$ cat src/rtl/image_3x3_neighbourhood_filter_top_assert.svh
// assertion macros for the 3x3 neighbourhood filter
// used by image_3x3_neighbourhood_filter_top only, needs nothing else
`ifndef IMAGE_3X3_NEIGHBOURHOOD_FILTER_TOP_ASSERT_SVH
`define IMAGE_3X3_NEIGHBOURHOOD_FILTER_TOP_ASSERT_SVH

// condition in the same cycle
`define NBF_ASSERT_SAME(lbl, clk, rst_n, ante, cons, msg) \
    lbl: assert property (@(posedge clk) disable iff (!(rst_n)) (ante) |-> (cons)) \
        else $error(msg);

// condition in the following cycle
`define NBF_ASSERT_NEXT(lbl, clk, rst_n, ante, cons, msg) \
    lbl: assert property (@(posedge clk) disable iff (!(rst_n)) (ante) |=> (cons)) \
        else $error(msg);

`endif

$ cat src/rtl/nbf_pkg.sv
// shared constants, types and tables of the 3x3 neighbourhood filter
// no dependencies
`timescale 1ns / 1ps
`default_nettype none

package nbf_pkg;

    localparam int unsigned IMAGE_WIDTH_MAX  = 1024;
    localparam int unsigned IMAGE_HEIGHT_MAX = 4096;

    localparam int unsigned PIX_W    = 8;
    localparam int unsigned MODE_W   = 2;
    localparam int unsigned WIDTH_W  = 11;
    localparam int unsigned HEIGHT_W = 13;
    localparam int unsigned COL_W    = $clog2(IMAGE_WIDTH_MAX);
    localparam int unsigned ROW_W    = $clog2(IMAGE_HEIGHT_MAX);
    localparam int unsigned LINE_W   = 2 * PIX_W;

    localparam int unsigned CFG_IDX_W  = 2;
    localparam int unsigned CFG_DATA_W = 13;

    localparam logic [CFG_IDX_W-1:0] CFG_MODE   = 2'd0;
    localparam logic [CFG_IDX_W-1:0] CFG_WIDTH  = 2'd1;
    localparam logic [CFG_IDX_W-1:0] CFG_HEIGHT = 2'd2;

    localparam logic [MODE_W-1:0] MODE_BLUR    = 2'd0;
    localparam logic [MODE_W-1:0] MODE_LAPLACE = 2'd1;
    localparam logic [MODE_W-1:0] MODE_SHARPEN = 2'd2;

    localparam logic CMD_PIXEL = 1'b0;
    localparam logic CMD_FLUSH = 1'b1;

    localparam int unsigned FIFO_DEPTH = 8;
    localparam int unsigned FIFO_PTR_W = $clog2(FIFO_DEPTH);
    localparam int unsigned FIFO_CNT_W = $clog2(FIFO_DEPTH + 1);

    localparam int unsigned SUM_W       = 12;
    localparam int unsigned CNT_W       = 4;
    localparam int unsigned LIN_W       = 12;
    localparam int unsigned RECIP_SHIFT = 16;
    localparam int unsigned RECIP_W     = RECIP_SHIFT + 1;

    typedef struct packed {
        logic top;
        logic bottom;
        logic left;
        logic right;
        logic last;
    } t_meta;

    typedef struct packed {
        logic [PIX_W-1:0] value;
        logic             last;
    } t_result;

    // ceil(2^16 / n): exact floor division for sums up to 9*255
    function automatic logic [RECIP_W-1:0] recip(input logic [CNT_W-1:0] n);
        logic [RECIP_W-1:0] r;
        unique case (n)
            4'd1:    r = 17'd65536;
            4'd2:    r = 17'd32768;
            4'd3:    r = 17'd21846;
            4'd4:    r = 17'd16384;
            4'd5:    r = 17'd13108;
            4'd6:    r = 17'd10923;
            4'd7:    r = 17'd9363;
            4'd8:    r = 17'd8192;
            4'd9:    r = 17'd7282;
            default: r = '0;
        endcase
        return r;
    endfunction

endpackage

`default_nettype wire

$ cat src/rtl/nbf_window.sv
// 3x3 window registers and the kernel: masked sums, then divide or clamp
// depends on nbf_pkg
`timescale 1ns / 1ps
`default_nettype none

module nbf_window (
    input  wire logic                       i_clk,
    input  wire logic                       i_rst_n,
    input  wire logic                       i_shift,
    input  wire logic                       i_emit,
    input  wire nbf_pkg::t_meta             i_meta,
    input  wire logic [nbf_pkg::MODE_W-1:0] i_mode,
    input  wire logic [nbf_pkg::PIX_W-1:0]  i_col_top,
    input  wire logic [nbf_pkg::PIX_W-1:0]  i_col_mid,
    input  wire logic [nbf_pkg::PIX_W-1:0]  i_col_bot,
    output logic                            o_valid,
    output nbf_pkg::t_result                o_result,
    output logic [1:0]                      o_busy
);

    logic [nbf_pkg::PIX_W-1:0] r_win [9];
    logic                      r_v2;
    nbf_pkg::t_meta            r_meta2;

    logic                              r_v3;
    logic                              r_last3;
    logic                              r_blur3;
    logic [nbf_pkg::SUM_W-1:0]         r_sum3;
    logic [nbf_pkg::RECIP_W-1:0]       r_recip3;
    logic signed [nbf_pkg::LIN_W-1:0]  r_lin3;

    logic [8:0]                        w_ok;
    logic [2:0]                        w_row_ok;
    logic [2:0]                        w_col_ok;
    logic [nbf_pkg::SUM_W-1:0]         w_sum;
    logic [nbf_pkg::CNT_W-1:0]         w_cnt;
    logic [nbf_pkg::PIX_W+1:0]         w_nb;
    logic signed [nbf_pkg::LIN_W-1:0]  w_nb_s;
    logic signed [nbf_pkg::LIN_W-1:0]  w_ctr_s;
    logic signed [nbf_pkg::LIN_W-1:0]  w_lin;
    logic                              w_blur;
    logic [nbf_pkg::SUM_W+nbf_pkg::RECIP_W-1:0] w_prod;
    logic [nbf_pkg::PIX_W-1:0]         w_clamp;

    // window shift: left column drops out, new column enters on the right
    always_ff @(posedge i_clk) begin
        if (!i_rst_n) begin
            for (int i = 0; i < 9; i++) begin
                r_win[i] <= '0;
            end
        end else if (i_shift) begin
            for (int r = 0; r < 3; r++) begin
                r_win[r*3]   <= r_win[r*3+1];
                r_win[r*3+1] <= r_win[r*3+2];
            end
            r_win[2] <= i_col_top;
            r_win[5] <= i_col_mid;
            r_win[8] <= i_col_bot;
        end
    end

    always_comb begin
        w_row_ok = {r_meta2.bottom, 1'b1, r_meta2.top};
        w_col_ok = {r_meta2.right, 1'b1, r_meta2.left};
        for (int r = 0; r < 3; r++) begin
            for (int c = 0; c < 3; c++) begin
                w_ok[r*3+c] = w_row_ok[r] & w_col_ok[c];
            end
        end
    end

    always_comb begin
        w_sum = '0;
        w_cnt = '0;
        for (int i = 0; i < 9; i++) begin
            if (w_ok[i]) begin
                w_sum = w_sum + nbf_pkg::SUM_W'(r_win[i]);
                w_cnt = w_cnt + nbf_pkg::CNT_W'(1);
            end
        end
    end

    always_comb begin
        w_nb = '0;
        if (w_ok[1]) w_nb = w_nb + (nbf_pkg::PIX_W+2)'(r_win[1]);
        if (w_ok[3]) w_nb = w_nb + (nbf_pkg::PIX_W+2)'(r_win[3]);
        if (w_ok[5]) w_nb = w_nb + (nbf_pkg::PIX_W+2)'(r_win[5]);
        if (w_ok[7]) w_nb = w_nb + (nbf_pkg::PIX_W+2)'(r_win[7]);
    end

    assign w_nb_s  = $signed(nbf_pkg::LIN_W'(w_nb));
    assign w_ctr_s = $signed(nbf_pkg::LIN_W'(r_win[4]));
    assign w_blur  = (i_mode != nbf_pkg::MODE_LAPLACE) && (i_mode != nbf_pkg::MODE_SHARPEN);

    always_comb begin
        if (i_mode == nbf_pkg::MODE_LAPLACE) begin
            w_lin = w_nb_s - (w_ctr_s <<< 2);
        end else begin
            w_lin = (w_ctr_s <<< 2) + w_ctr_s - w_nb_s;
        end
    end

    always_ff @(posedge i_clk) begin
        r_meta2  <= i_meta;
        r_sum3   <= w_sum;
        r_recip3 <= nbf_pkg::recip(w_cnt);
        r_lin3   <= w_lin;
        r_blur3  <= w_blur;
        r_last3  <= r_meta2.last;
    end

    always_ff @(posedge i_clk) begin
        if (!i_rst_n) begin
            r_v2 <= 1'b0;
            r_v3 <= 1'b0;
        end else begin
            r_v2 <= i_shift & i_emit;
            r_v3 <= r_v2;
        end
    end

    // mean by reciprocal multiply, kernels clamp to the pixel range
    assign w_prod = r_sum3 * r_recip3;

    always_comb begin
        if (r_lin3 < 0) begin
            w_clamp = '0;
        end else if (r_lin3 > $signed(nbf_pkg::LIN_W'(255))) begin
            w_clamp = '1;
        end else begin
            w_clamp = r_lin3[nbf_pkg::PIX_W-1:0];
        end
    end

    assign o_valid        = r_v3;
    assign o_result.value = r_blur3 ? w_prod[nbf_pkg::RECIP_SHIFT +: nbf_pkg::PIX_W] : w_clamp;
    assign o_result.last  = r_last3;
    assign o_busy         = 2'(r_v2) + 2'(r_v3);

endmodule

`default_nettype wire

$ cat config.mk
export PLATFORM = sky130hd
export DESIGN_NAME = nbf_window
export DESIGN_NICKNAME = d
export VERILOG_FILES = /design/src/rtl/image_3x3_neighbourhood_filter_top_assert.svh /design/src/rtl/nbf_pkg.sv /design/src/rtl/nbf_window.sv
export SDC_FILE = /design/constraint.sdc
export NUM_CORES = 1
export LEC_CHECK = 0
export ABC_AREA = 1
export ABC_CLOCK_PERIOD_IN_PS = 10200
export BUFFER_PORTS_ARGS = -buffer_cell sky130_fd_sc_hd__buf_2
export CAP_MARGIN = 15
export CORE_UTILIZATION = 55
export DETAILED_ROUTE_END_ITERATION = 7
export PLACE_DENSITY = 0.72
export SYNTH_ARGS = -nofsm -noshare
export SYNTH_HDL_FRONTEND = slang
export SYNTH_SLANG_ARGS = --single-unit
$ cat constraint.sdc
create_clock -name i_clk -period 10.2 [get_ports i_clk]
set_input_delay 1.02 -clock i_clk [delete_from_list [all_inputs] [get_ports i_clk]]
set_output_delay 1.02 -clock i_clk [all_outputs]
set_load 0.02 [all_outputs]
==> qor.csv, run 1 <==
stage,metric,value,unit
power,Pwr per Cell Area,205.8,nW/um^2
worst_hold_path,Hold WC Path Type,reg2reg,
global_routing,first-pass GRT wire length,60.60,mm
timing,Peak Freq,107.5,MHz
timing,Layout Skew,11.63,ps
cts,"Hold-fix buffers, CTS",0,
timing,Slew headroom,31.89,%
synthesis,Simple-Gate Fraction of Synth Area,19.57,%
placed_design,# port buffers,46,
timing,Tmin final,9299,ps
worst_setup_path,CP max FO,21,
global_routing,Congestion Overflow GR,0,
drt,DRT Wirelength,36.37,mm
synthesis,xor/xnor share of the synthesized area,3.763,%
cts,CTS sink cnt,120,
finish,diode count,0,
timing,Setup TNS,0,ps
timing,Least-Margin Pin Slew,1022,ps
outcome,outcome,"complete, no violations",
placed_design,pre-CTS setup slack,1078,ps
cts,Num CTS Buffers,17,
die,Die Span Y,170.4,um
synthesis,#FFs+latches synth,120,
drt,via count,12770,
timing,RSZ-0062 raised after global routing,false,
synthesis,Post-Synth Adder-Cell Area,34.07,%
worst_setup_path,Setup CP Type,reg2reg,
drt,drt first pass iters,5,
drt,DR iter-0 viols,684,
synthesis,number of enable-type register cells in the synthesized netlist,72,
die,num rows,61,
worst_setup_path,critical path startpoint category,flip-flop,
finish,"commonest cells after routing, fill and taps aside","448 x inv_1, 444 x nand2_1, 167 x ha_1",
finish,area delta synth->final,6.884,%
synthesis,compound-cell area share of the yosys netlist,9.941,%
placed_design,routability cong.,0.9199,
timing,worst hold margin,325.8,ps
cts,clk slew on worst S/H paths,60,ps
timing,period utilization,91.17,%
global_routing,initial antenna violation count,0,
timing,Setup-failing EPs final,0,
worst_setup_path,WP data required,10530,ps
drt,residual DRC count,0,
synthesis,Netlist cell types,49,
synthesis,synth top area cells,"fa_1 21%, edfxtp_1 14%, ha_1 13%, inv_1 11%, nand2_1 11%",
timing,Hold Fails Final Rpt,0,
synthesis,top cell type's share of synthesized area,20.67,%
synthesis,post-synth top area cell,fa_1,
finish,layout cell share with drive strength beyond 1,6.863,%
worst_setup_path,flop-to-flop setup slack,900,ps
drt,via/cell ratio,5.218,
finish,Finished Layout Cells,2447,
finish,"Net count, final",2419,
synthesis,dominant synthesized flop cell,edfxtp_1,
global_routing,GRT Overall Usage,26.53,%
finish,"commonest non-fill, non-tap cell in the layout",inv_1,
die,Core Footprint,27860,sq um
drt,ANT nets after route,0,
placed_design,Placed Cells,2415,
drt,wire per inst,14.86,um
synthesis,main combinational cell family by area after synthesis,adder cells,
cts,H-tree depth,4,
die,die extent in x,170.4,um
finish,fillcell total,2505,
synthesis,Syn Area/Cell,7.626,sq um
cts,clk_lat worst skew,440,ps
global_routing,vias in the first global route,12990,
synthesis,ys async rst share,0,%
power,Worst IR Drop VDD,0.1337,mV
timing,worst setup margin,900.8,ps
cts,TritonCTS clock tree,yes,
synthesis,mux contribution to synthesized area,0,%
worst_setup_path,crit end category,flip-flop,
die,Initial Utilization,55.98,%
synthesis,Cells after Synth,2045,
job,Max Cap Viol,0,
synthesis,syn nets,2408,
worst_setup_path,"Arr. time, crit path",9620,ps
placed_design,Final HPWL DP,29.02,mm
cts,root buf cell,clkbuf_16,
cts,clk buf depth,2,
worst_setup_path,crit path max-delay cell type,fa_1,
timing,max-slew violations,0,
synthesis,yosys warns,0,
worst_setup_path,largest stage delay on the critical path,550,ps
synthesis,Netlist Area Pre-Place,15590,sq um
die,Die ar.,29030,sq um
worst_setup_path,cell mode on critical path,inv_1,
power,total power,0.003430,W
die,I/O Pins,47,
power,Leakage,9.029,nW
global_routing,largest net degree at the start of global routing,74,
synthesis,register area share after synthesis,20.03,%
==> final cells by class <==
class | instances | area (sq um) | area share, %
Inverter | 457 | 1715 | 10.29
Sequential cell | 120 | 3123 | 18.74
Clock buffer | 20 | 446.7 | 2.680
Multi-Input combinational cell | 1408 | 10510 | 63.06
Timing Repair Buffer | 52 | 275.3 | 1.651
Tap cell | 378 | 473.0 | 2.837
Clock inverter | 12 | 123.9 | 0.7431
==> final timing paths <==
check / from / to / depth (start not counted)
worst max-delay path: r_meta2[4]$_DFF_P_ / r_sum3[11]$_DFF_P_ / 48
worst min-delay path: r_meta2[0]$_DFF_P_ / r_last3$_DFF_P_ / 0
worst max register to register: r_meta2[4]$_DFF_P_ / r_sum3[11]$_DFF_P_ / 48
worst min register to register: r_meta2[0]$_DFF_P_ / r_last3$_DFF_P_ / 0
==> power breakdown <==
group / leakage, nW / internal (W) / switching (W) / total (W)
combinational: 7.55 / 0.000820 / 0.00123 / 0.00205
sequential: 1.19 / 0.000592 / 0.000183 / 0.000775
clock: 0.285 / 0.000365 / 0.000238 / 0.000603
total: 9.03 / 0.00178 / 0.00165 / 0.00343
==> synthesized netlist by cell type, drive strengths merged (2+ instances only) <==
master,n
a21boi,2
o21bai,9
a21oi,91
a21o,4
edfxtp,72
clkbuf,49
inv,453
ha,167
a31oi,13
or2,7
dfxtp,48
nor3,9
o22ai,4
nand4,10
and2,5
nand3b,2
xor2,37
nand3,54
nand2,474
o32ai,3
nor2,166
xnor2,30
buf,11
clkinv,4
nor4,2
o21ai,142
fa,161
o21a,3
o31ai,9
==> registers in the layout (all words and copies together) (netlist names) <==
signal,count
r_lin3,12
r_meta2,5
r_last3,1
r_recip3,15
r_blur3,1
r_win,72
r_sum3,12
o_valid,1
r_v2,1
==> cell families (layout without fill, tap and decap cells) <==
family / Yosys count / count (layout)
compound gates: 282 / 282
xor+xnor: 67 / 67
simple gates: 731 / 731
buf+inv: 517 / 541
flops: 120 / 120
fa+ha+maj: 328 / 328
==> metrics by stage <==
stage | area, sq um | util, %
floorplan | 15600 | -
global placement | 16100 | 57.79
detailed placement | 16100 | 57.79
CTS | 16670 | 59.83
global route | 16670 | 59.83
finish | 16670 | 59.83
==> layer usage <==
metal	global-route usage (%)	vias to the layer above	part of all wire [%]
met1	30.63	6043	41
li1	-	6314	-
met4	12.69	0	4.0
met3	3.186	98	4.0
met5	0	-	0
met2	48.54	314	51
==> worst max-delay path: cells and delay by family, from the launching register on <==
| family | cells | cell delay (ps) |
|---|---|---|
| compound gates | 12 | 2150 |
| fa+ha+maj | 10 | 3810 |
| buf+inv | 13 | 1340 |
| flops | 1 | 310 |
| simple gates | 13 | 1570 |
==> timing repair <==
item,in CTS,in global routing
resized for setup,0,1
setup buffers,0,0
setup endpoints to repair,0,1
Power figures use the tool's default switching activity.
==> inputs of run 2 (changes only) <==
ABC_AREA = unset   (was 1)
==> qor.csv, run 2 <==
stage,metric,value,unit
outcome,outcome,"complete, no violations",
finish,Finished Layout Cells,2096,
worst_setup_path,"Arr. time, crit path",9760,ps
global_routing,first-pass GRT wire length,57.30,mm
timing,period utilization,92.64,%
drt,via count,11550,
cts,clk slew on worst S/H paths,60,ps
placed_design,Placed Cells,2064,
worst_setup_path,flop-to-flop setup slack,750,ps
finish,Top reg by flops,r_win,
drt,residual DRC count,0,
global_routing,Congestion Overflow GR,0,
drt,wire per inst,16.64,um
power,Clk pwr share,15.5,%
power,Leakage,8.255,nW
drt,via/cell ratio,5.510,
finish,fillcell total,2339,
timing,Hold Fails Final Rpt,0,
cts,Num CTS Buffers,17,
finish,"Net count, final",2074,
cts,Post-CTS Setup Repair Bufs,0,
global_routing,largest net degree at the start of global routing,76,
global_routing,GRT Overall Usage,25.51,%
synthesis,syn nets,2070,
drt,ANT nets after route,0,
synthesis,yosys warns,0,
worst_hold_path,Hold Crit Start,r_meta2[0]$_DFF_P_,
drt,DRT Wirelength,34.87,mm
worst_setup_path,Worst R2R Path Depth,44,
timing,Setup TNS,0,ps
finish,area delta synth->final,7.167,%
global_routing,vias in the first global route,11630,
finish,diode count,0,
finish,layout cell share with drive strength beyond 1,8.353,%
cts,TritonCTS clock tree,yes,
synthesis,dominant synthesized flop cell,edfxtp_1,
finish,max reg flops,72,
die,Die ar.,28670,sq um
die,Initial Utilization,56.66,%
cts,CTS sink cnt,120,
placed_design,Final HPWL DP,27.30,mm
power,Worst IR Drop VDD,0.1477,mV
worst_setup_path,largest stage delay on the critical path,430,ps
worst_setup_path,crit end category,flip-flop,
synthesis,Syn Area/Cell,9.021,sq um
power,Int Power,0.002103,W
power,Pwr per Cell Area,241.6,nW/um^2
synthesis,Post-synth top cells,"233 x inv_1, 195 x nand2_1, 167 x ha_1",
die,Die Span Y,169.3,um
synthesis,register area share after synthesis,20.28,%
placed_design,routability cong.,0.8973,
finish,"commonest cells after routing, fill and taps aside","233 x inv_1, 195 x nand2_1, 167 x ha_1",
worst_hold_path,hold path depth,0,
worst_setup_path,WP data required,10510,ps
power,Logic pwr share,64.4,%
worst_setup_path,critical path startpoint category,flip-flop,
synthesis,"count leader, synth",inv_1,
cts,clk_lat worst skew,430,ps
power,switching power total,0.001884,W
cts,H-tree depth,4,
worst_setup_path,CP max FO,14,
timing,Peak Freq,105.8,MHz
drt,DR iter-0 viols,742,
die,num rows,60,
synthesis,top cell type's share of synthesized area,20.93,%
finish,biggest regs,"r_win x72, r_recip3 x15",
worst_hold_path,Min-Delay Endpoint,r_last3$_DFF_P_,
finish,"commonest non-fill, non-tap cell in the layout",inv_1,
worst_setup_path,r2r endpoint,r_sum3[11]$_DFF_P_,
worst_setup_path,Crit. Startpoint,r_meta2[2]$_DFF_P_,
worst_setup_path,crit path buf inv count,3,
worst_setup_path,crit path max-delay cell type,fa_1,
placed_design,pre-CTS setup slack,647.3,ps
global_routing,initial antenna violation count,0,
synthesis,Netlist cell types,77,
job,Max Cap Viol,0,
placed_design,# port buffers,46,
power,sw frac,47.25,%
die,Core Footprint,27180,sq um
synthesis,synth top area cells,"fa_1 21%, edfxtp_1 14%, ha_1 14%, dfxtp_1 6.2%, inv_1 5.7%",
timing,Least-Margin Pin Slew,1003,ps
timing,Tmin final,9449,ps
worst_hold_path,Hold WC Path Type,reg2reg,
worst_setup_path,Setup CP Type,reg2reg,
timing,worst setup margin,750.6,ps
synthesis,#FFs+latches synth,120,
synthesis,Cells after Synth,1707,
timing,Setup-failing EPs final,0,
worst_setup_path,cell mode on critical path,ha_1,
cts,clk buf depth,2,
die,I/O Pins,47,
cts,root buf cell,clkbuf_16,
synthesis,post-synth top area cell,fa_1,
power,Reg power frac,20.0,%
synthesis,Netlist Area Pre-Place,15400,sq um
timing,max-slew violations,0,
worst_setup_path,"delay-heaviest family, CP",compound AO/OA/AOI/OAI gates,
timing,Layout Skew,16.69,ps
synthesis,ys async rst share,0,%
timing,RSZ-0062 raised after global routing,false,
drt,drt first pass iters,5,
timing,Slew headroom,33.13,%
die,die extent in x,169.3,um
synthesis,number of enable-type register cells in the synthesized netlist,72,
worst_setup_path,worst reg2reg path startpoint,r_meta2[2]$_DFF_P_,
timing,worst hold margin,327.9,ps
==> run 2: changes by cell type after synthesis, sizes merged, moves of 45 or more <==
cell,delta
and2,+67
and3,+77
inv,-219
nand2,-279
nand3,-45
nor2,-66
o21ai,-71
xnor2,+48
==> run 2: worst reg2reg max path, delay by kind of cell, from the launching register on <==
kind / cells / cell delay, ps
buf+inv: 3 / 320
xor+xnor: 4 / 620
simple gates: 7 / 1460
fa+ha+maj: 10 / 2990
compound gates: 20 / 3630
flops: 1 / 340
==> run 2: timing repair <==
item	4_1_cts	5_1_grt
endpoints found under the setup margin	0	1
resized for setup	0	3
hold buffers	0	0
==> run 2: worst max-delay path by stage <==
stage	endpoint	slack, ps	depth (start not counted)
2_1_floorplan	r_sum3[11]$_DFF_P_	1220	43
3_3_place_gp	r_sum3[11]$_DFF_P_	990	43
3_5_place_dp	r_sum3[11]$_DFF_P_	650	45
4_1_cts	r_sum3[11]$_DFF_P_	620	43
5_1_grt	r_sum3[11]$_DFF_P_	50	44
6_report	r_sum3[11]$_DFF_P_	750	44
==> run 2: power by group through the flow <==
stage | combinational, W | sequential [W] | clock [W]
2_1_floorplan | 0.00209 | 0.000651 | 0
3_3_place_gp | 0.00250 | 0.000799 | 0
3_5_place_dp | 0.00259 | 0.000801 | 0
4_1_cts | 0.00261 | 0.000791 | 0.000632
5_1_grt | 0.00295 | 0.000812 | 0.000645
6_report | 0.00257 | 0.000798 | 0.000620
==> run 2: kinds of logic (layout without fill, tap and decap cells) <==
logic type / count (synthesis) / after routing / share of synthesized area, %
mux: 40 / 40 / 2.819
fa+ha+maj: 328 / 328 / 34.50
compound gates: 280 / 280 / 11.42
xor+xnor: 109 / 109 / 6.517
simple gates: 528 / 528 / 17.01
buf+inv: 302 / 319 / 7.451
flops: 120 / 120 / 20.28
==> run 2: area by class of cell <==
| type | count | area [sq um] | share of cell area, % |
|---|---|---|---|
| Tap cell | 372 | 465.4 | 2.821 |
| Sequential cell | 120 | 3123 | 18.92 |
| Multi-Input combinational cell | 1285 | 11140 | 67.51 |
| Clock inverter | 10 | 72.57 | 0.4398 |
| Inverter | 234 | 878.3 | 5.323 |
| Timing Repair Buffer | 53 | 282.8 | 1.714 |
| Clock buffer | 22 | 539.3 | 3.268 |
==> run 2: metal layers <==
layer  global-route usage, %  share of wire (%)
met1                   32.71                 43
met5                       0                  0
met4                   7.481                2.1
met2                   45.46                 50
met3                   2.565                4.0
==> run 2: metrics by stage <==
stage	cell area [sq um]	power, W	utilization [%]
after floorplan	15400	0.002745	-
after global placement	15890	0.003301	58.45
after detailed placement	15890	0.003392	58.45
after CTS	16500	0.004035	60.70
after global routing	16500	0.004410	60.72
final	16500	0.003987	60.72
==> inputs of run 3 (changes only) <==
BUFFER_PORTS_ARGS = -buffer_cell sky130_fd_sc_hd__buf_4   (was -buffer_cell sky130_fd_sc_hd__buf_2)
==> qor.csv, run 3 (synthesized netlist as in run 2, its figures left out) <==
stage,metric,value,unit
outcome,outcome,"complete, no violations",
finish,max reg flops,72,
finish,fillcell total,2303,
drt,residual DRC count,0,
global_routing,vias in the first global route,11970,
placed_design,Final HPWL DP,27.40,mm
cts,"Hold-fix buffers, CTS",0,
finish,Top reg by flops,r_win,
finish,Finished Layout Cells,2094,
worst_setup_path,Crit. Startpoint,r_meta2[2]$_DFF_P_,
die,Die Span Y,169.3,um
global_routing,first-pass GRT wire length,58.13,mm
power,Int Power,0.002127,W
timing,Tmin final,9492,ps
finish,final core occ,61.05,%
drt,WL met2,17.11,mm
cts,clk buf depth,2,
timing,Layout Skew,8.363,ps
die,Initial Utilization,56.66,%
worst_setup_path,"delay-heaviest family, CP",compound AO/OA/AOI/OAI gates,
timing,max-slew violations,0,
cts,Post-CTS Setup Repair Bufs,0,
power,Reg power frac,19.8,%
global_routing,Congestion Overflow GR,0,
timing,period utilization,93.06,%
worst_setup_path,cell mode on critical path,ha_1,
placed_design,# port buffers,46,
drt,via count,11630,
worst_setup_path,flop-to-flop setup slack,710,ps
drt,DRT Wirelength,35.02,mm
finish,layout cell share with drive strength beyond 1,8.130,%
finish,biggest regs,"r_win x72, r_recip3 x15",
worst_setup_path,largest stage delay on the critical path,440,ps
timing,Least-Margin Pin Slew,954.5,ps
timing,Setup-failing EPs final,0,
timing,Setup TNS,0,ps
job,Max Cap Viol,0,
drt,routed wl met3,1.380,mm
worst_setup_path,worst reg2reg path startpoint,r_meta2[2]$_DFF_P_,
worst_hold_path,Hold WC Path Type,reg2reg,
timing,Slew headroom,36.36,%
drt,drt first pass iters,5,
timing,RSZ-0062 raised after global routing,false,
die,num rows,60,
finish,diode count,0,
drt,Met1 Wirelength,15.10,mm
cts,post-cts resize count,0,
die,Core Footprint,27180,sq um
placed_design,Placed Cells,2062,
worst_setup_path,WP data required,10510,ps
power,Clk pwr share,15.3,%
power,Pwr per Cell Area,242.2,nW/um^2
cts,H-tree depth,4,
finish,"commonest cells after routing, fill and taps aside","233 x inv_1, 195 x nand2_1, 167 x ha_1",
worst_setup_path,crit path max-delay cell type,fa_1,
worst_setup_path,crit end category,flip-flop,
timing,Hold Fails Final Rpt,0,
worst_setup_path,Setup CP Type,reg2reg,
cts,CTS sink cnt,120,
global_routing,largest net degree at the start of global routing,76,
power,switching power total,0.001893,W
cts,clk slew on worst S/H paths,60,ps
power,Logic pwr share,64.9,%
cts,clk_lat worst skew,430,ps
die,Die ar.,28670,sq um
timing,Peak Freq,105.4,MHz
power,Leakage,8.276,nW
cts,Num CTS Buffers,17,
power,sw frac,47.09,%
die,I/O Pins,47,
finish,"Net count, final",2072,
worst_setup_path,CP max FO,5,
finish,area delta synth->final,7.752,%
drt,ANT nets after route,0,
timing,worst hold margin,325.6,ps
drt,highest metal used,met4,
die,die extent in x,169.3,um
worst_hold_path,Hold Crit Start,r_meta2[0]$_DFF_P_,
cts,TritonCTS clock tree,yes,
drt,via/cell ratio,5.555,
global_routing,GRT Overall Usage,25.88,%
worst_setup_path,"Arr. time, crit path",9800,ps
drt,DR iter-0 viols,588,
worst_setup_path,critical path startpoint category,flip-flop,
placed_design,routability cong.,0.8966,
worst_setup_path,crit path buf inv count,2,
global_routing,initial antenna violation count,0,
cts,root buf cell,clkbuf_16,
finish,"commonest non-fill, non-tap cell in the layout",inv_1,
power,Worst IR Drop VDD,0.1468,mV
drt,wire per inst,16.72,um
## run 3: cell types whose count changed in the layout (fill, tap and decap cells not counted), sizes merged
cell	delta
buf	-2
inv	-2
clkinv	+2
## run 3: final cells by class
cell class	count	area (sq um)	area share [%]
flip-flops and latches	120	3123	18.82
multi-input cells	1285	11140	67.11
clock buffers	22	529.3	3.190
clock inverters	10	77.57	0.4675
repair buffers	51	382.9	2.308
inverters	234	878.3	5.294
well taps	372	465.4	2.805
## run 3: layer usage
layer  up-vias  global-route usage, %
li1       5634                      -
met1      5614                  32.06
met2       288                  44.82
met3        97                  3.218
met4         0                  12.30
met5         -                      0
## run 3: power groups by stage
stage	clock, W	sequential (W)	combinational, W
after CTS	0.000624	0.000789	0.00266
final	0.000615	0.000797	0.00261
after floorplan	0	0.000651	0.00209
after global placement	0	0.000798	0.00253
after detailed placement	0	0.000799	0.00263
after global routing	0.000643	0.000809	0.00301
## run 3: path summary, 6_finish.rpt
check,to,depth (start not counted)
setup / recovery,r_sum3[11]$_DFF_P_,45
hold / removal,r_last3$_DFF_P_,0
setup reg to reg,r_sum3[11]$_DFF_P_,45
hold reg to reg,r_last3$_DFF_P_,0
## run 3: stage by stage
stage | setup WS (ps) | area (sq um) | total power [W]
finish | 708.0 | 16590 | 0.004019
global route | 13.50 | 16590 | 0.004457
CTS | 718.8 | 16590 | 0.004070
detailed placement | 754.9 | 15990 | 0.003432
global placement | 1125 | 15990 | 0.003327
floorplan | 1217 | 15400 | 0.002745
