**src/rtl/image_3x3_neighbourhood_filter_top_assert.svh**
```systemverilog
// assertion macros for the 3x3 neighbourhood filter
// used by image_3x3_neighbourhood_filter_top only, needs nothing else
`ifndef IMAGE_3X3_NEIGHBOURHOOD_FILTER_TOP_ASSERT_SVH
`define IMAGE_3X3_NEIGHBOURHOOD_FILTER_TOP_ASSERT_SVH

// condition in the same cycle
`define NBF_ASSERT_SAME(lbl, clk, rst_n, ante, cons, msg) \
    lbl: assert property (@(posedge clk) disable iff (!(rst_n)) (ante) |-> (cons)) \
        else $error(msg);

// condition in the following cycle
`define NBF_ASSERT_NEXT(lbl, clk, rst_n, ante, cons, msg) \
    lbl: assert property (@(posedge clk) disable iff (!(rst_n)) (ante) |=> (cons)) \
        else $error(msg);

`endif

```
**src/rtl/nbf_pkg.sv**
```systemverilog
// shared constants, types and tables of the 3x3 neighbourhood filter
// no dependencies
`timescale 1ns / 1ps
`default_nettype none

package nbf_pkg;

    localparam int unsigned IMAGE_WIDTH_MAX  = 1024;
    localparam int unsigned IMAGE_HEIGHT_MAX = 4096;

    localparam int unsigned PIX_W    = 8;
    localparam int unsigned MODE_W   = 2;
    localparam int unsigned WIDTH_W  = 11;
    localparam int unsigned HEIGHT_W = 13;
    localparam int unsigned COL_W    = $clog2(IMAGE_WIDTH_MAX);
    localparam int unsigned ROW_W    = $clog2(IMAGE_HEIGHT_MAX);
    localparam int unsigned LINE_W   = 2 * PIX_W;

    localparam int unsigned CFG_IDX_W  = 2;
    localparam int unsigned CFG_DATA_W = 13;

    localparam logic [CFG_IDX_W-1:0] CFG_MODE   = 2'd0;
    localparam logic [CFG_IDX_W-1:0] CFG_WIDTH  = 2'd1;
    localparam logic [CFG_IDX_W-1:0] CFG_HEIGHT = 2'd2;

    localparam logic [MODE_W-1:0] MODE_BLUR    = 2'd0;
    localparam logic [MODE_W-1:0] MODE_LAPLACE = 2'd1;
    localparam logic [MODE_W-1:0] MODE_SHARPEN = 2'd2;

    localparam logic CMD_PIXEL = 1'b0;
    localparam logic CMD_FLUSH = 1'b1;

    localparam int unsigned FIFO_DEPTH = 8;
    localparam int unsigned FIFO_PTR_W = $clog2(FIFO_DEPTH);
    localparam int unsigned FIFO_CNT_W = $clog2(FIFO_DEPTH + 1);

    localparam int unsigned SUM_W       = 12;
    localparam int unsigned CNT_W       = 4;
    localparam int unsigned LIN_W       = 12;
    localparam int unsigned RECIP_SHIFT = 16;
    localparam int unsigned RECIP_W     = RECIP_SHIFT + 1;

    typedef struct packed {
        logic top;
        logic bottom;
        logic left;
        logic right;
        logic last;
    } t_meta;

    typedef struct packed {
        logic [PIX_W-1:0] value;
        logic             last;
    } t_result;

    // ceil(2^16 / n): exact floor division for sums up to 9*255
    function automatic logic [RECIP_W-1:0] recip(input logic [CNT_W-1:0] n);
        logic [RECIP_W-1:0] r;
        unique case (n)
            4'd1:    r = 17'd65536;
            4'd2:    r = 17'd32768;
            4'd3:    r = 17'd21846;
            4'd4:    r = 17'd16384;
            4'd5:    r = 17'd13108;
            4'd6:    r = 17'd10923;
            4'd7:    r = 17'd9363;
            4'd8:    r = 17'd8192;
            4'd9:    r = 17'd7282;
            default: r = '0;
        endcase
        return r;
    endfunction

endpackage

`default_nettype wire

```
**src/rtl/nbf_res_if.sv**
```systemverilog
// result channel: valid/ready with filtered value and end of frame flag
// depends on nbf_pkg
`timescale 1ns / 1ps
`default_nettype none

interface nbf_res_if;
    logic                      valid;
    logic                      ready;
    logic [nbf_pkg::PIX_W-1:0] filtered_value;
    logic                      last_of_frame;

    modport source (output valid, filtered_value, last_of_frame, input ready);
    modport sink   (input valid, filtered_value, last_of_frame, output ready);
endinterface

`default_nettype wire

```
**src/rtl/nbf_out_fifo.sv**
```systemverilog
// result queue in front of the output channel, decouples the pipeline
// from downstream stalls; depends on nbf_pkg and nbf_res_if
`timescale 1ns / 1ps
`default_nettype none

module nbf_out_fifo (
    input  wire logic                           i_clk,
    input  wire logic                           i_rst_n,
    input  wire logic                           i_push,
    input  wire nbf_pkg::t_result               i_data,
    nbf_res_if.source                           o_res,
    output logic [nbf_pkg::FIFO_CNT_W-1:0]      o_count
);

    nbf_pkg::t_result                r_mem [nbf_pkg::FIFO_DEPTH];
    logic [nbf_pkg::FIFO_PTR_W-1:0]  r_wr_ptr;
    logic [nbf_pkg::FIFO_PTR_W-1:0]  r_rd_ptr;
    logic [nbf_pkg::FIFO_CNT_W-1:0]  r_count;
    logic [nbf_pkg::FIFO_PTR_W-1:0]  n_wr_ptr;
    logic [nbf_pkg::FIFO_PTR_W-1:0]  n_rd_ptr;
    logic [nbf_pkg::FIFO_CNT_W-1:0]  n_count;
    logic                            w_pop;

    assign w_pop                = o_res.valid & o_res.ready;
    assign o_res.valid          = (r_count != '0);
    assign o_res.filtered_value = r_mem[r_rd_ptr].value;
    assign o_res.last_of_frame  = r_mem[r_rd_ptr].last;
    assign o_count              = r_count;

    always_comb begin
        n_wr_ptr = r_wr_ptr;
        n_rd_ptr = r_rd_ptr;
        n_count  = r_count;
        if (i_push) begin
            n_wr_ptr = (r_wr_ptr == nbf_pkg::FIFO_PTR_W'(nbf_pkg::FIFO_DEPTH - 1))
                     ? '0 : r_wr_ptr + nbf_pkg::FIFO_PTR_W'(1);
        end
        if (w_pop) begin
            n_rd_ptr = (r_rd_ptr == nbf_pkg::FIFO_PTR_W'(nbf_pkg::FIFO_DEPTH - 1))
                     ? '0 : r_rd_ptr + nbf_pkg::FIFO_PTR_W'(1);
        end
        if (i_push && !w_pop) begin
            n_count = r_count + nbf_pkg::FIFO_CNT_W'(1);
        end else if (!i_push && w_pop) begin
            n_count = r_count - nbf_pkg::FIFO_CNT_W'(1);
        end
    end

    always_ff @(posedge i_clk) begin
        if (i_push) begin
            r_mem[r_wr_ptr] <= i_data;
        end
    end

    always_ff @(posedge i_clk) begin
        if (!i_rst_n) begin
            r_wr_ptr <= '0;
            r_rd_ptr <= '0;
            r_count  <= '0;
        end else begin
            r_wr_ptr <= n_wr_ptr;
            r_rd_ptr <= n_rd_ptr;
            r_count  <= n_count;
        end
    end

endmodule

`default_nettype wire

```
**src/flat_wrapper.sv**
```systemverilog
// flat-port wrapper written by rule: the top's interface ports become plain ports
module nbf_out_fifo_flat 
  (i_clk, i_rst_n, i_push, i_data, o_count, o_res_valid, o_res_filtered_value, o_res_last_of_frame, o_res_ready);
  nbf_res_if o_res_i ();
  input  wire logic i_clk;
  input  wire logic i_rst_n;
  input  wire logic i_push;
  input  wire nbf_pkg::t_result i_data;
  output logic [nbf_pkg::FIFO_CNT_W-1:0] o_count;
  output wire logic [$bits(o_res_i.valid)-1:0] o_res_valid;
  output wire logic [$bits(o_res_i.filtered_value)-1:0] o_res_filtered_value;
  output wire logic [$bits(o_res_i.last_of_frame)-1:0] o_res_last_of_frame;
  input wire logic [$bits(o_res_i.ready)-1:0] o_res_ready;
  assign o_res_valid = o_res_i.valid;
  assign o_res_filtered_value = o_res_i.filtered_value;
  assign o_res_last_of_frame = o_res_i.last_of_frame;
  assign o_res_i.ready = o_res_ready;
  nbf_out_fifo u_core (.i_clk(i_clk), .i_rst_n(i_rst_n), .i_push(i_push), .i_data(i_data), .o_res(o_res_i), .o_count(o_count));
endmodule
```
**config.mk**
```make
export PLATFORM = sky130hd
export DESIGN_NAME = nbf_out_fifo_flat
export DESIGN_NICKNAME = d
export VERILOG_FILES = /design/src/rtl/image_3x3_neighbourhood_filter_top_assert.svh /design/src/rtl/nbf_pkg.sv /design/src/rtl/nbf_res_if.sv /design/src/rtl/nbf_out_fifo.sv /design/src/flat_wrapper.sv
export SDC_FILE = /design/constraint.sdc
export NUM_CORES = 1
export LEC_CHECK = 0
export ABC_CLOCK_PERIOD_IN_PS = 3650
export BUFFER_PORTS_ARGS = -buffer_cell sky130_fd_sc_hd__buf_2
export CAP_MARGIN = 15
export CELL_PAD_IN_SITES_DETAIL_PLACEMENT = 0
export CELL_PAD_IN_SITES_GLOBAL_PLACEMENT = 1
export CORE_MARGIN = 2
export CORE_UTILIZATION = 50
export CTS_CLUSTER_SIZE = 16
export DETAILED_ROUTE_END_ITERATION = 12
export GPL_TIMING_DRIVEN = 0
export PLACE_DENSITY = 0.81
export SLEW_MARGIN = 20
export SYNTH_ARGS = -nofsm -noshare
export SYNTH_HDL_FRONTEND = slang
export SYNTH_SLANG_ARGS = --single-unit
```
**constraint.sdc**
```tcl
create_clock -name i_clk -period 3.65 [get_ports i_clk]
set_clock_uncertainty 0.1 [all_clocks]
set_input_delay 0.1825 -clock i_clk [delete_from_list [all_inputs] [get_ports i_clk]]
set_output_delay 0.1825 -clock i_clk [all_outputs]
set_load 0.01 [all_outputs]
```
==> out/results.tsv, run 1 <==
stage	metric	value	unit
timing	Final Cycle Share	72.18	%
global_route	largest net degree at the start of global routing	14	
job	Max-Cap Viols	0	
synth	Yosys warning total	0	
routing	DRC violations left	0	
die	I/O Pins	27	
cts	TritonCTS clock tree	yes	
hold_path	worst min path class	input port to flop	
global_route	total track usage	16.21	%
setup_path	CP Class	flop to flop	
timing	setup TNS	0	ns
routing	vias per inst	5.440	
global_route	vias in the first global route	1614	
synth	Gate Count Post-Synth	176	
cts	root buffer cell	clkbuf_8	
timing	worst slew pin tran	1.002	ns
synth	Seq cells post-synth	85	
power_and_ir_drop	VDD IR max	0.0003591	V
die	Starting Density	51.30	%
finish	nets	239	
synth	Cell variety after synth	30	
place	pre-CTS setup slack	1.039	ns
routing	initial DRC count	198	
cts	Worst-path clk slew	0.08	ns
timing	slew margin rel.	32.96	%
timing	Final min period	2.634	ns
routing	final WL	5.473	mm
setup_path	Setup crit start kind	flop	
cts	CTS max path bufs	2	
timing	Final Setup Violations	0	
setup_path	Critical Path Most Common Cell	ha_1	
die	Die Y	87.03	µm
cts	total CTS buffers	9	
cts	Setup Fix Bufs, Post-CTS	0	
place	IO Port Bufs	26	
setup_path	crit-path max cell delay	0.58	ns
global_route	total grt overflow	0	
setup_path	Data arrival, critical path	2.82	ns
cts	Clock Latency Late Sink	0.34	ns
outcome	run status	complete, no violations	
place	gpl congestion	0.6907	
power_and_ir_drop	Leakage	1.370	nW
setup_path	endpoint type of the worst setup path	flop	
synth	mapped cell area	3447	µm²
synth	dominant cell type by area after synthesis	edfxtp_1	
routing	Avg WL per Cell	18.12	µm
setup_path	slowest cell on the critical path	or4_4	
cts	H-tree lvl count	3	
place	post-DP HPWL	3.518	mm
timing	max-slew violations	0	
cts	Hold-fix buffers, CTS	3	
global_route	antenna violations before repair	0	
finish	share of cells above drive strength 1	25.23	%
routing	Via Count	1643	
synth	top cells by area, synth	edfxtp_1 63%, mux4_1 14%, dfxtp_1 7.5%, mux2_2 2.9%, ha_1 2.5%	
global_route	global-route wire length before repair	8.673	mm
routing	Final ANT Viol Nets	0	
finish	Synth-to-Final Area Change	13.47	%
timing	final worst slack	1.016	ns
die	Site Rows	30	
die	Die ar.	7574	µm²
routing	number of detailed-routing iterations run before antenna repair	5	
setup_path	CP max FO	5	
timing	max frequency	379.6	MHz
synth	area share of the largest cell type after synthesis	62.72	%
power_and_ir_drop	pwr dens	580.2	nW/µm²
cts	post-CTS resize count	0	
finish	number of diodes	0	
die	Die X	87.03	µm
cts	TritonCTS Sinks	85	
synth	syn nets	197	
synth	Seq/Total Area, Yosys	70.27	%
setup_path	required time worst endpoint	3.83	ns
timing	Fin. Hold Viols	0	
setup_path	worst path cell trace	or4_4 -> nand2_1 -> ha_1 -> inv_1 -> ha_1 -> a21oi_1 -> a211oi_1 -> a31oi_1 -> mux2i_1	
timing	unrepaired setup endpoints after global routing	false	
die	core area	6719	µm²
synth	Mean Syn Cell Area	19.59	µm²
-- cell families after synthesis --
logic type	synth area share [%]
flops	70.27
simple gates	5.118
mux	17.82
compound gates	1.561
buf+inv	1.597
fa+ha+maj	3.122
xor+xnor	0.5083
-- worst paths after layout --
| check | slack, ns | to | start | cells past startpoint |
|---|---|---|---|---|
| worst min-delay path | 0.01 | u_core.r_mem[4][0] | i_data[0] | 1 |
| worst max-delay path | 1.02 | u_core.o_count[3] | u_core.o_count[0] | 9 |
| worst max register to register | 1.02 | u_core.o_count[3] | u_core.o_count[0] | 9 |
| worst min register to register | 0.39 | u_core.o_count[3] | u_core.o_count[3] | 2 |
-- power breakdown --
part	switching, mW	total, mW	internal (mW)
combinational	0.240	0.515	0.275
clock	0.307	0.613	0.305
sequential	0.0381	1.14	1.10
total	0.585	2.27	1.68
-- registers in the layout, summed over array words and instances (netlist names), named ones only --
register,count
u_core.r_wr_ptr,3
u_core.o_count,4
u_core.r_mem,72
u_core.r_rd_ptr,3
-- cell usage after synthesis --
| cell type | n |
|---|---|
| a211oi_1 | 1 |
| a21boi_0 | 4 |
| a21oi_1 | 1 |
| a31oi_1 | 1 |
| and2_1 | 2 |
| buf_1 | 1 |
| buf_12 | 1 |
| buf_2 | 1 |
| buf_6 | 1 |
| clkbuf_1 | 3 |
| dfxtp_1 | 13 |
| edfxtp_1 | 72 |
| fa_1 | 1 |
| ha_1 | 7 |
| inv_1 | 1 |
| mux2_2 | 9 |
| mux2i_1 | 4 |
| mux4_1 | 18 |
| nand2_1 | 8 |
| nand2b_1 | 5 |
| nand3_1 | 2 |
| nand3b_1 | 1 |
| nand4b_1 | 1 |
| nor2_1 | 8 |
| nor2b_1 | 3 |
| nor3_1 | 2 |
| o21ai_0 | 1 |
| or3_1 | 1 |
| or4_4 | 1 |
| xnor2_1 | 2 |
-- through the flow --
stage	util [%]	instances	hold WS, ns	area (µm²)	power [mW]
6_report	58.21	302	0.01003	3911	2.269
3_3_place_gp	54.73	282	0.3438	3677	1.677
3_5_place_dp	55.10	284	0.3517	3702	1.687
5_1_grt	58.21	302	0.01571	3911	2.393
2_1_floorplan	-	176	0.1814	3447	1.536
4_1_cts	58.21	302	0.001695	3911	2.294
-- worst max-delay path, delay by kind of cell, from the launching register on --
| kind | cells | cell delay [ns] |
|---|---|---|
| AO/OA/AOI/OAI | 3 | 0.52 |
| buffers and inverters | 1 | 0.10 |
| flip-flops | 1 | 0.37 |
| multiplexers | 1 | 0.20 |
| adder cells (fa/ha/maj) | 2 | 0.53 |
| AND/OR/NAND/NOR | 2 | 0.75 |
-- cells in the final DEF (no fill, tap or decap), drive strengths merged, types with 2 or more instances in the layout --
master,instances
edfxtp,72
buf,32
mux4,18
dfxtp,13
clkbuf,12
mux2,9
nand2,8
nor2,8
ha,7
nand2b,5
mux2i,4
a21boi,4
clkinv,4
nor2b,3
dlygate4sd3,3
nor3,2
xnor2,2
and2,2
nand3,2
-- layout make-up --
class / instances / area (µm²)
Multi-Input combinational cell: 83 / 979.7
Clock inverter: 6 / 55.05
Inverter: 1 / 3.754
Fill cell: 517 / 2808
Clock buffer: 9 / 123.9
Tap cell: 80 / 100.1
Timing Repair Buffer: 31 / 175.2
Buffer: 7 / 51.30
Sequential cell: 85 / 2422
-- layer usage --
metal	GRT usage [%]	wire length, µm	up-vias
met1	23.83	2665	802
met4	7.670	98	0
li1	-	-	797
met3	3.697	180	10
met2	23.04	2529	34
met5	0	0	-
No activity file was read; power rests on OpenSTA's default activity.
==> run 2: changes to the inputs <==
--- a/config.mk
+++ b/config.mk
@@ -5,17 +5,18 @@
 export SDC_FILE = /design/constraint.sdc
 export NUM_CORES = 1
 export LEC_CHECK = 0
-export ABC_CLOCK_PERIOD_IN_PS = 3650
+export ABC_AREA = 1
+export ABC_CLOCK_PERIOD_IN_PS = 2500
 export BUFFER_PORTS_ARGS = -buffer_cell sky130_fd_sc_hd__buf_2
 export CAP_MARGIN = 15
 export CELL_PAD_IN_SITES_DETAIL_PLACEMENT = 0
 export CELL_PAD_IN_SITES_GLOBAL_PLACEMENT = 1
 export CORE_MARGIN = 2
-export CORE_UTILIZATION = 50
+export CORE_UTILIZATION = 47
 export CTS_CLUSTER_SIZE = 16
 export DETAILED_ROUTE_END_ITERATION = 12
 export GPL_TIMING_DRIVEN = 0
-export PLACE_DENSITY = 0.81
+export PLACE_DENSITY = 0.82
 export SLEW_MARGIN = 20
 export SYNTH_ARGS = -nofsm -noshare
 export SYNTH_HDL_FRONTEND = slang
==> constraint.sdc (replaced) <==
create_clock -name i_clk -period 2.5 [get_ports i_clk]
set_clock_uncertainty 0.1 [all_clocks]
set_input_delay 0.125 -clock i_clk [delete_from_list [all_inputs] [get_ports i_clk]]
set_output_delay 0.125 -clock i_clk [all_outputs]
set_load 0.01 [all_outputs]
==> run 2 against run 1 <==
  * Sequential cell count stayed put
  * Via count is 43% higher
  * Maximum frequency is 22% higher
  * Sequential power is 46% higher
  * Setup slack worse by 0.67 ns
  * Wire length is 28% higher
  * Non-clock buffer count is 12 higher
  * Clock-buffer cell count stayed put
  * Combinational power is 110% higher
  * Area after synthesis is 3.9% higher
  * Largest cell class unchanged
  * Largest power group unchanged
==> out/results.tsv, run 2 <==
stage	metric	value	unit	change
synth	Seq/Total Area, Yosys	67.65	%	was 70.27%
timing	Min Hold Slack	0.3933	ns	was 0.01003 ns
timing	Final Cycle Share	86.03	%	was 72.18%
synth	area share of the largest cell type after synthesis	60.38	%	was 62.72%
routing	DR WL met2	3.557	mm	was 2.529 mm
global_route	total track usage	18.01	%	was 16.21%
die	core area	7331	µm²	was 6719 µm²
routing	DRC violations left	0		unchanged
setup_path	CP Class	flop to flop		unchanged
synth	Mean Syn Cell Area	10.82	µm²	was 19.59 µm²
cts	Setup Fix Bufs, Post-CTS	0		unchanged
setup_path	Data arrival, critical path	2.32	ns	was 2.82 ns
setup_path	CP max FO	6		was 5
die	Die ar.	8333	µm²	was 7574 µm²
synth	syn nets	352		was 197
cts	TritonCTS clock tree	yes		unchanged
routing	routed wl met3	282	µm	was 180 µm
global_route	total grt overflow	0		unchanged
routing	vias per inst	4.852		was 5.440
finish	share of cells above drive strength 1	14.77	%	was 25.23%
die	Site Rows	31		was 30
global_route	antenna violations before repair	0		unchanged
timing	slew margin rel.	40.18	%	was 32.96%
cts	Worst-path clk slew	0.08	ns	about the same
timing	max frequency	464.9	MHz	was 379.6 MHz
hold_path	worst min path class	flop to flop		was input port to flop
routing	initial DRC count	121		was 198
power_and_ir_drop	VDD IR max	0.0005382	V	was 0.0003591 V
synth	FFs w/ async S/R, synth	0	%	unchanged
die	Die X	91.29	µm	was 87.03 µm
routing	max layer used	met4		unchanged
setup_path	Setup crit start kind	flop		unchanged
synth	mapped cell area	3581	µm²	was 3447 µm²
power_and_ir_drop	Leakage	1.657	nW	was 1.370 nW
synth	dominant cell type by area after synthesis	edfxtp_1		unchanged
global_route	vias in the first global route	2250		was 1,614
synth	top cells by area, synth	edfxtp_1 60%, nor2_1 9.0%, dfxtp_1 7.3%, nand2_1 6.9%, o21ai_1 4.2%		was edfxtp_1 63%, mux4_1 14%, dfxtp_1 7.5%, mux2_2 2.9%, ha_1 2.5%
synth	Cell variety after synth	18		was 30
setup_path	slowest cell on the critical path	dfxtp_1		was or4_4
setup_path	CP Buf/Inv Count	2		was 1
finish	FILL cells	636		was 517
synth	Seq cells post-synth	85		unchanged
job	Max-Cap Viols	0		unchanged
place	gpl congestion	0.7402		was 0.6907
setup_path	endpoint type of the worst setup path	flop		unchanged
setup_path	worst path cell trace	nor2_1 -> nand3_2 -> nand2_1 -> ha_1 -> inv_1 -> ha_1 -> or2_2 -> nand3_1 -> nand3_1 -> nand2_1 -> inv_1		was or4_4 -> nand2_1 -> ha_1 -> inv_1 -> ha_1 -> a21oi_1 -> a211oi_1 -> a31oi_1 -> mux2i_1
timing	Final Setup Violations	0		unchanged
setup_path	crit-path max cell delay	0.37	ns	was 0.58 ns
synth	Yosys warning total	0		unchanged
cts	H-tree lvl count	3		unchanged
synth	Gate Count Post-Synth	331		was 176
place	post-detailed-placement cell area	3835	µm²	was 3702 µm²
outcome	run status	complete, no violations		unchanged
setup_path	delay-heaviest family, CP	simple AND/OR/NAND/NOR gates		unchanged
finish	Final Instance Area	4187	µm²	was 3911 µm²
routing	final WL	7.014	mm	was 5.473 mm
routing	Avg WL per Cell	14.46	µm	was 18.12 µm
global_route	largest net degree at the start of global routing	16		was 14
setup_path	R2R Path End	u_core.o_count[3]		unchanged
timing	Final min period	2.151	ns	was 2.634 ns
routing	number of detailed-routing iterations run before antenna repair	4		was 5
finish	Largest register FFs	72		unchanged
synth	number of synthesized flops with an enable pin	72		unchanged
setup_path	crit path from	u_core.o_count[0]		unchanged
power_and_ir_drop	pwr dens	913.8	nW/µm²	was 580.2 nW/µm²
place	DP Cell Count	456		was 284
timing	unrepaired setup endpoints after global routing	false		unchanged
die	I/O Pins	27		unchanged
setup_path	Reg2Reg Launch Point	u_core.o_count[0]		unchanged
cts	root buffer cell	clkbuf_8		unchanged
finish	commonest non-fill, non-tap cell in the layout	nor2_1		was edfxtp_1
cts	total CTS buffers	9		unchanged
synth	top post-synthesis cells by count	86 x nor2_1, 72 x edfxtp_1, 66 x nand2_1, 30 x o21ai_1, 14 x inv_1		was 72 x edfxtp_1, 18 x mux4_1, 13 x dfxtp_1, 9 x mux2_2
setup_path	CP endpoint	u_core.o_count[3]		unchanged
die	Die Y	91.29	µm	was 87.03 µm
routing	Final ANT Viol Nets	0		unchanged
cts	CTS max path bufs	2		unchanged
finish	commonest non-fill, non-tap cells in the layout	86 x nor2_1, 72 x edfxtp_1, 66 x nand2_1		was 72 x edfxtp_1, 27 x buf_2, 18 x mux4_1
die	Starting Density	48.85	%	was 51.30%
timing	final worst slack	0.3492	ns	was 1.016 ns
routing	M1 wire length	3.068	mm	was 2.665 mm
timing	worst slew pin tran	0.8940	ns	was 1.002 ns
timing	Fin. Hold Viols	0		unchanged
finish	final std cells w/o fill	485		was 302
timing	setup TNS	0	ns	unchanged
cts	TritonCTS Sinks	85		unchanged
setup_path	cell count along the critical path	11		was 9
cts	Clock Latency Late Sink	0.36	ns	was 0.34 ns
place	post-DP HPWL	4.639	mm	was 3.518 mm
finish	nets	402		was 239
finish	Synth-to-Final Area Change	16.91	%	was 13.47%
synth	Synth Flop Type	edfxtp_1		unchanged
routing	Via Count	2353		was 1,643
setup_path	worst reg-to-reg setup slack	0.35	ns	was 1.02 ns
place	pre-CTS setup slack	0.3751	ns	was 1.039 ns
finish	number of diodes	0		unchanged
place	IO Port Bufs	26		unchanged
global_route	global-route wire length before repair	11.03	mm	was 8.673 mm
cts	post-CTS resize count	0		unchanged
setup_path	required time worst endpoint	2.67	ns	was 3.83 ns
timing	max-slew violations	0		unchanged
synth	most numerous cell in the Yosys netlist	nor2_1		was edfxtp_1
setup_path	worst r2r path cells	11		was 9
finish	Reg with most FFs	u_core.r_mem		unchanged
run 2: routing by layer:
metal,vias up,track usage [%]
li1,1213,-
met1,1080,21.78
met2,50,31.48
met3,10,3.485
met4,0,7.576
met5,-,0
run 2: how the worst min path moves through the flow:
stage | from | end | slack [ns] | cells past startpoint
2_1_floorplan | i_data[0] | u_core.r_mem[0][0] | 0.12 | 0
3_3_place_gp | i_data[7] | u_core.r_mem[2][7] | 0.30 | 1
3_5_place_dp | i_data[7] | u_core.r_mem[2][7] | 0.31 | 1
4_1_cts | u_core.r_rd_ptr[1] | u_core.r_rd_ptr[1] | 0.39 | 2
5_1_grt | u_core.r_rd_ptr[2] | u_core.r_rd_ptr[2] | 0.41 | 2
6_report | u_core.r_rd_ptr[1] | u_core.r_rd_ptr[1] | 0.39 | 2
run 2: cell families after synthesis:
logic type      after synthesis  share of synthesized area [%]
simple gates                160                          17.23
xor+xnor                      1                         0.2446
buf+inv                      28                          5.031
fa+ha+maj                     8                          3.005
flops                        85                          67.64
compound gates               49                          6.848
run 2: through the flow:
step | util [%] | total power [mW]
2_1_floorplan | - | 2.453
3_5_place_dp | 52.31 | 2.780
6_report | 57.11 | 3.825
3_3_place_gp | 52.31 | 2.756
5_1_grt | 57.11 | 4.037
4_1_cts | 57.11 | 3.838
run 2: cell type report:
cell class / count / area (µm²) / share of cell area [%]
inverters: 17 / 68.82 / 1.644
plain buffers: 11 / 111.4 / 2.660
well taps: 99 / 123.9 / 2.959
flip-flops and latches: 85 / 2422 / 57.86
repair buffers: 39 / 260.3 / 6.216
clock buffers: 9 / 123.9 / 2.959
clock inverters: 7 / 97.59 / 2.331
multi-input cells: 218 / 978.4 / 23.37
run 2: power by group:
part | internal [mW] | leakage, nW | switching [mW] | total, mW
registers | 1.62 | 0.761 | 0.0538 | 1.67
clock network | 0.567 | 0.106 | 0.505 | 1.07
logic | 0.424 | 0.789 | 0.658 | 1.08
run 2: tightest hold or removal path, delay by kind of cell, from the launching register on:
kind / cells / cell delay, ns
and+or+nand+nor: 1 / 0.06
AOI/OAI and AO/OA: 1 / 0.06
DFF: 1 / 0.32
run 2: timing repair:
action	in CTS	in global routing
hold endpoints to repair	83	0
endpoints found under the setup margin	0	0
hold buffers	13	0
==> run 3: changes to the inputs <==
--- a/config.mk
+++ b/config.mk
@@ -6,17 +6,17 @@
 export NUM_CORES = 1
 export LEC_CHECK = 0
 export ABC_AREA = 1
-export ABC_CLOCK_PERIOD_IN_PS = 2500
+export ABC_CLOCK_PERIOD_IN_PS = 1900
 export BUFFER_PORTS_ARGS = -buffer_cell sky130_fd_sc_hd__buf_2
 export CAP_MARGIN = 15
 export CELL_PAD_IN_SITES_DETAIL_PLACEMENT = 0
 export CELL_PAD_IN_SITES_GLOBAL_PLACEMENT = 1
 export CORE_MARGIN = 2
-export CORE_UTILIZATION = 47
+export CORE_UTILIZATION = 43
 export CTS_CLUSTER_SIZE = 16
 export DETAILED_ROUTE_END_ITERATION = 12
 export GPL_TIMING_DRIVEN = 0
-export PLACE_DENSITY = 0.82
+export PLACE_DENSITY = 0.79
 export SLEW_MARGIN = 20
 export SYNTH_ARGS = -nofsm -noshare
 export SYNTH_HDL_FRONTEND = slang
==> constraint.sdc (replaced) <==
create_clock -name i_clk -period 1.9 [get_ports i_clk]
set_clock_uncertainty 0.1 [all_clocks]
set_input_delay 0.095 -clock i_clk [delete_from_list [all_inputs] [get_ports i_clk]]
set_output_delay 0.095 -clock i_clk [all_outputs]
set_load 0.01 [all_outputs]
==> run 3 against run 2 <==
  * Sequential share of layout area shrank 1.6 points
  * Total power is 38% higher
  * Design area rose by 3.3%
  * Register-to-register slack lost 0.23 ns
  * Wire length is 4.2% higher
  * Sequential cell count is the same
  * Via count increased by 4.7%
==> out/results.tsv, run 3 (same netlist as run 2, synthesis figures left out) <==
stage	metric	value	unit	change
cts	Clock Latency Late Sink	0.35	ns	was 0.36 ns
setup_path	Reg2Reg Launch Point	u_core.o_count[0]		unchanged
setup_path	crit path from	u_core.o_count[0]		unchanged
power_and_ir_drop	pwr dens	1221	nW/µm²	was 913.8 nW/µm²
place	IO Port Bufs	26		unchanged
finish	Synth-to-Final Area Change	20.82	%	was 16.91%
die	I/O Pins	27		unchanged
global_route	vias in the first global route	2287		was 2,250
place	pre-CTS setup slack	-0.09475	ns	was 0.3751 ns
hold_path	worst min path class	flop to flop		unchanged
die	core area	8134	µm²	was 7331 µm²
finish	Largest register FFs	72		unchanged
finish	Reg with most FFs	u_core.r_mem		unchanged
finish	commonest non-fill, non-tap cell in the layout	nor2_1		unchanged
timing	final worst slack	0.1165	ns	was 0.3492 ns
cts	root buffer cell	clkbuf_8		unchanged
timing	setup TNS	0	ns	unchanged
power_and_ir_drop	Clk pwr share	26.4	%	was 28.0%
power_and_ir_drop	VDD IR max	0.0007835	V	was 0.0005382 V
die	Die ar.	9074	µm²	was 8333 µm²
routing	Via Count	2464		was 2,353
setup_path	Setup crit start kind	flop		unchanged
global_route	total grt overflow	0		unchanged
outcome	run status	complete, no violations		unchanged
routing	vias per inst	4.928		was 4.852
power_and_ir_drop	Int Pwr	3.605	mW	was 2.610 mW
cts	H-tree lvl count	3		unchanged
finish	Util after Layout	53.19	%	was 57.11%
die	Site Rows	33		was 31
cts	TritonCTS clock tree	yes		unchanged
timing	Fin. Hold Viols	0		unchanged
routing	Avg WL per Cell	14.62	µm	was 14.46 µm
cts	TritonCTS Sinks	85		unchanged
routing	final WL	7.308	mm	was 7.014 mm
setup_path	worst reg-to-reg setup slack	0.12	ns	was 0.35 ns
setup_path	CP Class	flop to flop		unchanged
die	Die Y	95.26	µm	was 91.29 µm
place	post-detailed-placement cell area	3866	µm²	was 3835 µm²
setup_path	CP endpoint	u_core.o_count[3]		unchanged
setup_path	R2R Path End	u_core.o_count[3]		unchanged
power_and_ir_drop	Reg power frac	42.0	%	was 43.7%
routing	number of detailed-routing iterations run before antenna repair	4		unchanged
finish	number of diodes	0		unchanged
die	Die X	95.26	µm	was 91.29 µm
timing	Final Setup Violations	0		unchanged
routing	DRC violations left	0		unchanged
cts	CTS max path bufs	2		unchanged
timing	max-slew violations	0		unchanged
global_route	total track usage	17.47	%	was 18.01%
setup_path	Data arrival, critical path	1.93	ns	was 2.32 ns
power_and_ir_drop	Sw Pwr	1.680	mW	was 1.216 mW
setup_path	endpoint type of the worst setup path	flop		unchanged
global_route	largest net degree at the start of global routing	16		unchanged
routing	initial DRC count	92		was 121
job	Max-Cap Viols	0		unchanged
timing	worst slew pin tran	0.8965	ns	was 0.8940 ns
setup_path	CP max FO	4		was 6
timing	max frequency	560.7	MHz	was 464.9 MHz
setup_path	worst r2r path cells	13		was 11
power_and_ir_drop	Comb power frac	31.6	%	was 28.3%
timing	Final Cycle Share	93.87	%	was 86.03%
timing	slew margin rel.	40.01	%	was 40.18%
routing	Final ANT Viol Nets	0		unchanged
power_and_ir_drop	switching share of power	31.78	%	about the same
global_route	global-route wire length before repair	11.29	mm	was 11.03 mm
timing	Final min period	1.784	ns	was 2.151 ns
cts	Worst-path clk slew	0.08	ns	about the same
die	Starting Density	44.02	%	was 48.85%
place	gpl congestion	0.8041		was 0.7402
setup_path	required time worst endpoint	2.05	ns	was 2.67 ns
place	DP Cell Count	462		was 456
global_route	antenna violations before repair	0		unchanged
finish	nets	411		was 402
cts	total CTS buffers	9		unchanged
place	post-DP HPWL	4.716	mm	was 4.639 mm
finish	Final Instance Area	4327	µm²	was 4187 µm²
power_and_ir_drop	Leakage	1.712	nW	was 1.657 nW
finish	share of cells above drive strength 1	19.75	%	was 14.77%
finish	final std cells w/o fill	500		was 485
finish	commonest non-fill, non-tap cells in the layout	85 x nor2_1, 72 x edfxtp_1, 65 x nand2_1		was 86 x nor2_1, 72 x edfxtp_1, 66 x nand2_1
run 3: timing repair:
action                     4_1_cts  5_1_grt
hold endpoints to repair        83        0
cloned                           0        1
resized for setup                2       11
setup endpoints to repair        2       11
setup buffers                    2        6
pin swaps                        2        5
hold buffers                    13        0
run 3: worst min-delay path by stage:
stage	startpoint	end	depth (start not counted)
floorplan	i_data[0]	u_core.r_mem[0][0]	0
global placement	i_rst_n	u_core.r_wr_ptr[0]	3
detailed placement	i_rst_n	u_core.r_wr_ptr[0]	3
CTS	u_core.r_rd_ptr[1]	flop	2
global route	u_core.r_rd_ptr[1]	flop	2
finish	u_core.r_rd_ptr[1]	flop	2
run 3: power groups by stage:
stage	combinational, mW	sequential, mW	clock [mW]
2_1_floorplan	1.00	2.27	0
3_3_place_gp	1.42	2.26	0
3_5_place_dp	1.45	2.26	0
4_1_cts	1.52	2.23	1.42
5_1_grt	1.87	2.23	1.48
6_report	1.67	2.22	1.40
run 3: cell type report:
cell class / instances / area, µm²
repair buffers: 48 / 325.3
clock buffers: 9 / 123.9
clock inverters: 7 / 98.84
flip-flops and latches: 85 / 2434
well taps: 105 / 131.4
inverters: 17 / 75.07
plain buffers: 11 / 117.6
multi-input cells: 218 / 1021
fillers: 715 / 3807
run 3: through the flow:
step           power [mW]  hold slack [ns]
6_report            5.285           0.3913
3_3_place_gp        3.678           0.2668
4_1_cts             5.168           0.3949
3_5_place_dp        3.714           0.2762
5_1_grt             5.586           0.4207
2_1_floorplan       3.268          0.09387
run 3: per-layer routing:
layer / vias to the layer above / GRT usage (%) / wire length (µm)
li1: 1229 / - / -
met1: 1175 / 22.08 / 3311
met2: 50 / 29.05 / 3606
met3: 10 / 3.636 / 262
met4: 0 / 7.729 / 128
met5: - / 0 / 0
run 3: critical path, cell delays in order, from the launching register on:
cell	delay, ns
dfxtp_4	0.37
nor2_4	0.10
nand3_2	0.09
nand2_2	0.12
ha_4	0.15
inv_4	0.05
ha_1	0.26
nand2_1	0.05
nand2_1	0.09
nand2_1	0.06
nand2_1	0.06
nand3_1	0.08
nand2_1	0.07
inv_1	0.03
